**config.mk**
```make
export PLATFORM = sky130hd
export DESIGN_NAME = samf_front
export DESIGN_NICKNAME = d
export VERILOG_FILES = /design/src/design/suffix_array_match_finder_top_defines.svh /design/src/design/samf_pkg.sv /design/src/design/samf_front.sv
export SDC_FILE = /design/constraint.sdc
export NUM_CORES = 1
export LEC_CHECK = 0
export BUFFER_PORTS_ARGS = -buffer_cell sky130_fd_sc_hd__buf_4
export CAP_MARGIN = 20
export CORE_AREA = 2 2 93 104
export CTS_CLUSTER_SIZE = 10
export DETAILED_ROUTE_END_ITERATION = 7
export DIE_AREA = 0 0 95 106
export HOLD_SLACK_MARGIN = 0.1
export PLACE_DENSITY = 0.9
export SKIP_CTS_REPAIR_TIMING = 1
export SLEW_MARGIN = 20
export SYNTH_ARGS = -nofsm -noshare
export SYNTH_HDL_FRONTEND = slang
export SYNTH_SLANG_ARGS = --single-unit
```
**constraint.sdc**
```tcl
create_clock -name clk_i -period 17.1 [get_ports clk_i]
set_clock_uncertainty 0.05 [all_clocks]
set_input_delay 0 -clock clk_i [delete_from_list [all_inputs] [get_ports clk_i]]
set_output_delay 0 -clock clk_i [all_outputs]
set_load 0.01 [all_outputs]
```
**src/design/suffix_array_match_finder_top_defines.svh**
```systemverilog
// Assertion macros of the match finder, used by samf_back.
// Depends on nothing; included by the modules that assert.
`ifndef SUFFIX_ARRAY_MATCH_FINDER_TOP_DEFINES_SVH
`define SUFFIX_ARRAY_MATCH_FINDER_TOP_DEFINES_SVH

// Check a property on every rising clock edge outside reset.
`define SAMF_ASSERT(lbl, clk, rstn, prop, msg) \
  lbl: assert property (@(posedge clk) disable iff (!rstn) (prop)) else $error(msg);

// Check that a condition never holds outside reset.
`define SAMF_NEVER(lbl, clk, rstn, cond, msg) \
  lbl: assert property (@(posedge clk) disable iff (!rstn) !(cond)) else $error(msg);

`endif

```
**src/design/samf_pkg.sv**
```systemverilog
// Shared types and constants of the suffix array match finder.
// Depends on nothing.
`timescale 1ns / 1ps
`default_nettype none

package samf_pkg;

  localparam int unsigned TextDepthDef  = 4096;
  localparam int unsigned MaxRepeatsDef = 3;

  localparam int unsigned FieldW = 12;
  localparam int unsigned CfgW   = 13;
  localparam int unsigned IdxW   = 3;

  localparam logic [CfgW-1:0] TotalLengthRst = 13'd4096;

  localparam logic [IdxW-1:0] RegRegionA   = 3'd0;
  localparam logic [IdxW-1:0] RegRegionB   = 3'd1;
  localparam logic [IdxW-1:0] RegRegionC   = 3'd2;
  localparam logic [IdxW-1:0] RegMirror    = 3'd3;
  localparam logic [IdxW-1:0] RegTotalLen  = 3'd4;
  localparam logic [IdxW-1:0] RegInPlace   = 3'd5;

  localparam logic ActLoad  = 1'b0;
  localparam logic ActQuery = 1'b1;

  localparam logic [1:0] KindA = 2'd0;
  localparam logic [1:0] KindB = 2'd1;
  localparam logic [1:0] KindC = 2'd2;
  localparam logic [1:0] KindD = 2'd3;

  typedef struct packed {
    logic              action;
    logic [FieldW-1:0] entry_addr;
    logic [FieldW-1:0] suffix_pos;
    logic [FieldW-1:0] rank_value;
    logic [FieldW-1:0] lcp_value;
    logic [FieldW-1:0] query_pos;
  } item_t;

  typedef struct packed {
    logic [CfgW-1:0] region_a;
    logic [CfgW-1:0] region_b;
    logic [CfgW-1:0] region_c;
    logic [CfgW-1:0] mirror;
    logic [CfgW-1:0] total_len;
    logic            in_place;
  } cfg_t;

  typedef struct packed {
    logic  empty;
    item_t head;
  } queue_stat_t;

endpackage

`default_nettype wire

```
**src/design/samf_front.sv**
```systemverilog
// Front end: accepts words and holds them in a two entry queue.
// Depends on samf_pkg.
`timescale 1ns / 1ps
`default_nettype none

module samf_front (
  input  wire logic                  clk_i,
  input  wire logic                  rst_ni,
  input  wire logic                  start,
  input  wire samf_pkg::item_t       item_i,
  input  wire logic                  pop_i,
  output logic                       busy,
  output samf_pkg::queue_stat_t      stat_o
);
  import samf_pkg::*;

  item_t      slot_q [2];
  logic       wptr_q, rptr_q;
  logic [1:0] cnt_q;
  logic       push;

  assign busy   = (cnt_q == 2'd2);
  assign push   = start && !busy;
  assign stat_o = '{empty: (cnt_q == 2'd0), head: slot_q[rptr_q]};

  always_ff @(posedge clk_i or negedge rst_ni) begin
    if (!rst_ni) begin
      wptr_q <= 1'b0;
      rptr_q <= 1'b0;
      cnt_q  <= 2'd0;
    end else begin
      if (push) begin
        slot_q[wptr_q] <= item_i;
        wptr_q         <= !wptr_q;
      end
      if (pop_i) begin
        rptr_q <= !rptr_q;
      end
      cnt_q <= cnt_q + {1'b0, push} - {1'b0, pop_i};
    end
  end

endmodule

`default_nettype wire

```
# ---- Word-level counts from Yosys, hierarchy flattened
# Memories as Yosys holds them, arrays and structs flattened.
# Cells that the tools add are included.
# Widths: inputs -> output; s select.
dict set report word_totals {
  latch_bits 0
  input_bits 65
  ram_bits 122
  elab_cells 15
  n_memories 1
  out_inout_bits 63
  mem_bits_ro 0
  regBits 4
}
# memory depth word_bits read_ports rd_ports_with_merged_regs wr line
set memory_table {}
lappend memory_table {slot_q 2 61 1 0 1 samf_front.sv:17} ;# item_t slot_q [2];
dict set report op_classes {
  eq_ne 1
  muxes 2
  div 0
  bitwise 0
  n_shift 0
  magnitude_cmp 0
  n_addsub 2
  n_reduce_logical 6
  multipliers 0
}
# op count
set ops {}
lappend ops {{$logic_not 1->1} 3}
lappend ops {{$add 2x1->2} 1}
lappend ops {{$eq 2x2->1 const B} 1}
lappend ops {{$logic_and 1x1->1} 2}
lappend ops {{$logic_not 2->1} 1}
lappend ops {{$mux 1} 2}
lappend ops {{$sub 2x1->2} 1}

# ---- Longest topological paths before layout
dict set report logic_depth {
  depth_word 6
  mapped_depth 7
  mapped_depth_nobuf 7
}

# ---- Least setup slack after synthesis
# OpenSTA, ideal clock, no wires.
dict set report synth_timing {
  kind {register to register}
  startpoint {register cnt_q[1]}
  endpoint {memory slot_q[0][0] in the netlist's numbering, enable pin}
  arrival_time_ns 5.079
  path_buffers 0
  required_ns 16.483
  slack_ns 11.404
  stages_incl_launch_ff 4
  period_less_slack_ns 5.696
  setup_time_ns 0.567
  path_cell_list {dfrtp_1 -> nand2b_1 -> nand2_1 -> nor3b_1}
}
dict set report synth_between {
  elab_chain_cells 6
}
# element line
set synth_lines {}
lappend synth_lines {{start: declaration} samf_front.sv:19} ;# logic [1:0] cnt_q;
lappend synth_lines {{start signal: assignment} samf_front.sv:39} ;# cnt_q <= cnt_q + {1'b0, push} - {1'b0, pop_i};
lappend synth_lines {{$eq 2x2->1} samf_front.sv:22} ;# assign busy = (cnt_q == 2'd2);
lappend synth_lines {{$logic_not 1->1} samf_front.sv:23} ;# assign push = start && !busy;
lappend synth_lines {{$logic_and 1x1->1} samf_front.sv:23}
lappend synth_lines {{$mux 1} samf_front.sv:32} ;# if (push) begin
lappend synth_lines {{$logic_and 1x1->1 (not written as such)} samf_front.sv:33} ;# slot_q[wptr_q] <= item_i;
lappend synth_lines {{$mux 1 (not written as such)} samf_front.sv:33}
lappend synth_lines {{end: declaration} samf_front.sv:17}
# Every way passes these cells.

# ---- Worst setup path after layout
dict set report layout_timing {
  startpoint {register cnt_q[0]}
  endpoint {memory slot_q[1][58] in the netlist's numbering, enable pin}
}
# The elaborated chain is that of the path after synthesis.

==> run_summary.xml <==
<?xml version="1.0" encoding="UTF-8"?>
<metrics>
  <group name="outcome">
    <metric name="outcome" unit="">complete, no violations</metric>
  </group>
  <group name="yosys">
    <metric name="cell_taking_the_most_area_after_synthesis" unit="">sky130_fd_sc_hd__edfxtp_1</metric>
    <metric name="synth.area.top_cells" unit="">sky130_fd_sc_hd__edfxtp_1 75%, sky130_fd_sc_hd__mux2_4 18%, sky130_fd_sc_hd__buf_12 2.5%</metric>
    <metric name="synthDistinctLibCells" unit="">15</metric>
    <metric name="synth.avg_cell_area" unit="um^2">23.68</metric>
    <metric name="postSynthRegisterBits" unit="">126</metric>
    <metric name="synth_fp_nets" unit="">274</metric>
    <metric name="synth.top_cells.by_count" unit="">122 x sky130_fd_sc_hd__edfxtp_1, 59 x sky130_fd_sc_hd__mux2_4, 6 x sky130_fd_sc_hd__buf_12, 4 x sky130_fd_sc_hd__dfrtp_1, 3 x sky130_fd_sc_hd__xnor2_1</metric>
    <metric name="cell_area_after_synthesis" unit="um^2">4901</metric>
    <metric name="yosys.area.top_type_share" unit="%">74.75</metric>
    <metric name="number_of_synthesis_warnings" unit="">0</metric>
    <metric name="synth_edf_count" unit="">122</metric>
    <metric name="synth_seq_area_share" unit="%">76.79</metric>
    <metric name="syn-instance-count" unit="">207</metric>
    <metric name="post-synth-top-count-cell" unit="">sky130_fd_sc_hd__edfxtp_1</metric>
    <metric name="leading_register_cell_type_out_of_synthesis" unit="">sky130_fd_sc_hd__edfxtp_1</metric>
    <metric name="synth-async-reset-ratio" unit="%">3.175</metric>
  </group>
  <group name="route">
    <metric name="ant_nets" unit="">0</metric>
    <metric name="via_count" unit="">2612</metric>
    <metric name="wl_per_cell" unit="um">17.39</metric>
    <metric name="drt_wl_total" unit="mm">9.478</metric>
    <metric name="drt_iter0_drc" unit="">152</metric>
    <metric name="remaining_drc_errors" unit="">0</metric>
    <metric name="dr.pass1.iters" unit="">6</metric>
    <metric name="route.detailed.vias_per_inst" unit="">4.793</metric>
  </group>
  <group name="clock_network">
    <metric name="cts_tree" unit="">yes</metric>
    <metric name="cts_max_level" unit="">4</metric>
    <metric name="clock_tree.root_cell" unit="">sky130_fd_sc_hd__clkbuf_8</metric>
    <metric name="cts_buffer_depth" unit="">2</metric>
    <metric name="clk_pin_slew" unit="ps">60</metric>
    <metric name="clock_latency" unit="ps">510</metric>
    <metric name="tritoncts.num_buffers" unit="">17</metric>
    <metric name="tritoncts_num_sinks" unit="">126</metric>
  </group>
  <group name="global_route">
    <metric name="antenna_found_initial" unit="">0</metric>
    <metric name="busiest_grt_layer" unit="">met2</metric>
    <metric name="gr-usage-met3" unit="%">7.158</metric>
    <metric name="grt_first_pass_wirelength" unit="mm">12.01</metric>
    <metric name="grt_start_max_net_pins" unit="">63</metric>
    <metric name="congestion_overflow_gr" unit="">0</metric>
    <metric name="groute.usage.overall" unit="%">16.99</metric>
    <metric name="grt.met1_usage" unit="%">18.52</metric>
    <metric name="via_count_of_the_first_global_routing_pass" unit="">2424</metric>
    <metric name="globalRouteMet2Util" unit="%">27.76</metric>
  </group>
  <group name="critical_path">
    <metric name="worst_r2r_endpoint" unit="">slot_q[1][58]</metric>
    <metric name="worstPathCellList" unit="">nand2b_1 -&gt; and4_2 -&gt; buf_4</metric>
    <metric name="setup.worst_path.end_class" unit="">flop</metric>
    <metric name="crit_fanout" unit="">42</metric>
    <metric name="r2r_setup_slack" unit="ps">14920</metric>
    <metric name="worst_r2r_path_depth" unit="">3</metric>
    <metric name="max_stage_delay" unit="ps">600</metric>
    <metric name="cp_data_arrival_time" unit="ps">2280</metric>
    <metric name="worst_setup_path_type" unit="">flop to flop</metric>
    <metric name="sort_of_element_at_the_start_of_the_critical_path" unit="">flop</metric>
    <metric name="worst_r2r_startpoint" unit="">cnt_q[0]</metric>
    <metric name="worstPathRequired" unit="ps">17200</metric>
    <metric name="crit_path_top_delay_cell" unit="">sky130_fd_sc_hd__and4_2</metric>
  </group>
  <group name="power_and_ir_drop">
    <metric name="worst_vdd_ir" unit="mV">0.1108</metric>
    <metric name="leakage_power_summed_over_all_cells" unit="nW">2.902</metric>
    <metric name="power_density" unit="nW/um^2">150.9</metric>
  </group>
  <group name="placement">
    <metric name="io_buffer_count" unit="">127</metric>
    <metric name="post-dp-hpwl" unit="mm">5.284</metric>
    <metric name="routabilityCongestion" unit="">0.7267</metric>
    <metric name="numPlacedInstances" unit="">447</metric>
  </group>
  <group name="timing">
    <metric name="finalHoldViolations" unit="">0</metric>
    <metric name="final.period_utilization" unit="%">12.74</metric>
    <metric name="fmax" unit="MHz">458.9</metric>
    <metric name="tns" unit="ps">0</metric>
    <metric name="slew_viol_final" unit="">0</metric>
    <metric name="final-setup-viol-count" unit="">0</metric>
    <metric name="timing_worst_slew_pin_value" unit="ps">573.5</metric>
    <metric name="finalWorstPathRequiredPeriod" unit="ps">2179</metric>
    <metric name="slew_headroom" unit="%">61.77</metric>
    <metric name="grt_setup_unrepaired" unit="">false</metric>
  </group>
  <group name="min_path">
    <metric name="hold_start" unit="">item_i[1]</metric>
    <metric name="timing.hold.worst_endpoint" unit="">slot_q[1][1]</metric>
    <metric name="worstHoldPathType" unit="">primary input to flop</metric>
    <metric name="hold-path-cell-count" unit="">2</metric>
  </group>
  <group name="die">
    <metric name="chipHeight" unit="um">106</metric>
    <metric name="fp-row-count" unit="">37</metric>
    <metric name="start_util" unit="%">53.74</metric>
    <metric name="die_w" unit="um">95</metric>
    <metric name="core-area" unit="um^2">9120</metric>
    <metric name="io_pins" unit="">128</metric>
    <metric name="design.die.area" unit="um^2">10070</metric>
  </group>
  <group name="cells_and_area">
    <metric name="final_cells" unit="">545</metric>
    <metric name="antenna_diodes" unit="">0</metric>
    <metric name="layout.nets" unit="">482</metric>
    <metric name="post_route_cells_drive_above_1_share" unit="%">51.87</metric>
    <metric name="fill_cells" unit="">466</metric>
    <metric name="area_growth" unit="%">46.23</metric>
  </group>
  <group name="job">
    <metric name="max_cap_violations" unit="">0</metric>
  </group>
</metrics>
[how the worst max path moves through the flow]
stage,start,endpoint,slack [ps],depth (start not counted)
2_1_floorplan,cnt_q[1],slot_q[0][0],11400,3
3_3_place_gp,cnt_q[1],slot_q[1][54],15030,3
3_5_place_dp,cnt_q[0],slot_q[1][55],14950,3
4_1_cts,rptr_q,stat_o[0],14700,2
5_1_grt,cnt_q[0],slot_q[1][20],14830,3
6_report,cnt_q[0],slot_q[1][58],14920,3
[worst max-delay path, delay by kind of cell (launching register included)]
kind          cells  cell delay (ps)
simple gates      2              790
buf+inv           1              560
flops             1              390
[stage by stage]
stage / hold WS, ps / utilization [%] / instance area [um^2] / worst slack [ps] / power, mW
final: 161.5 / 78.58 / 7167 / 14920 / 1.081
after global routing: 139.3 / 78.58 / 7167 / 14830 / 1.123
after CTS: -798.5 / 71.15 / 6489 / 14700 / 1.071
after detailed placement: -244.6 / 64.71 / 5902 / 14950 / 0.7197
after global placement: -247.0 / 64.71 / 5902 / 15030 / 0.7111
after floorplan: -345.6 / - / 4901 / 11400 / 0.6278
[metal layers]
layer  part of all wire (%)  vias up  wire [um]
met2                     57      100       5369
met4                    1.7        0        165
met3                    5.6       16        531
li1                       -     1230          -
met5                      0        -          0
met1                     36     1266       3411
[placed cells by master, fill, tap and decap left out, types with 2 or more instances in the layout]
cell type	count
sky130_fd_sc_hd__dfrtp_1	3
sky130_fd_sc_hd__bufinv_16	3
sky130_fd_sc_hd__xnor2_1	3
sky130_fd_sc_hd__edfxtp_1	122
sky130_fd_sc_hd__clkbuf_8	4
sky130_fd_sc_hd__dlygate4sd3_1	65
sky130_fd_sc_hd__clkinv_2	3
sky130_fd_sc_hd__inv_1	2
sky130_fd_sc_hd__ha_1	2
sky130_fd_sc_hd__buf_4	130
sky130_fd_sc_hd__clkbuf_1	5
sky130_fd_sc_hd__mux2_4	59
sky130_fd_sc_hd__mux2_2	2
sky130_fd_sc_hd__clkbuf_16	16
[state kept, by name, indices dropped and copies added (netlist names)]
| register | flops |
|---|---|
| cnt_q | 2 |
| wptr_q | 1 |
| rptr_q | 1 |
| slot_q | 122 |
[cell type report]
type                            instances  area (um^2)  share of cell area [%]
Timing Repair Buffer                  196         1654                   23.08
Clock inverter                          7        112.6                   1.571
Multi-Input combinational cell         72         1005                   14.02
Sequential cell                       126         3767                   52.57
Clock buffer                           25        474.2                   6.617
Inverter                                2        7.507                  0.1047
Tap cell                              117        146.4                   2.043
[power by group]
part	leakage (nW)	internal, mW	switching [mW]
sequential	1.16	0.386	0.0264
combinational	1.46	0.188	0.129
clock	0.286	0.233	0.118
[kinds of logic (layout without fill, tap and decap cells)]
kind of cell	after synthesis	count (layout)	synth area share, %
DFF	126	126	76.79
buffers and inverters	9	230	2.834
adders and majority gates	2	2	0.5105
xor gates and xnor gates	4	4	0.7150
and+or+nand+nor	5	5	0.6127
muxes	61	61	18.53
(Power assumes the default switching activity.)
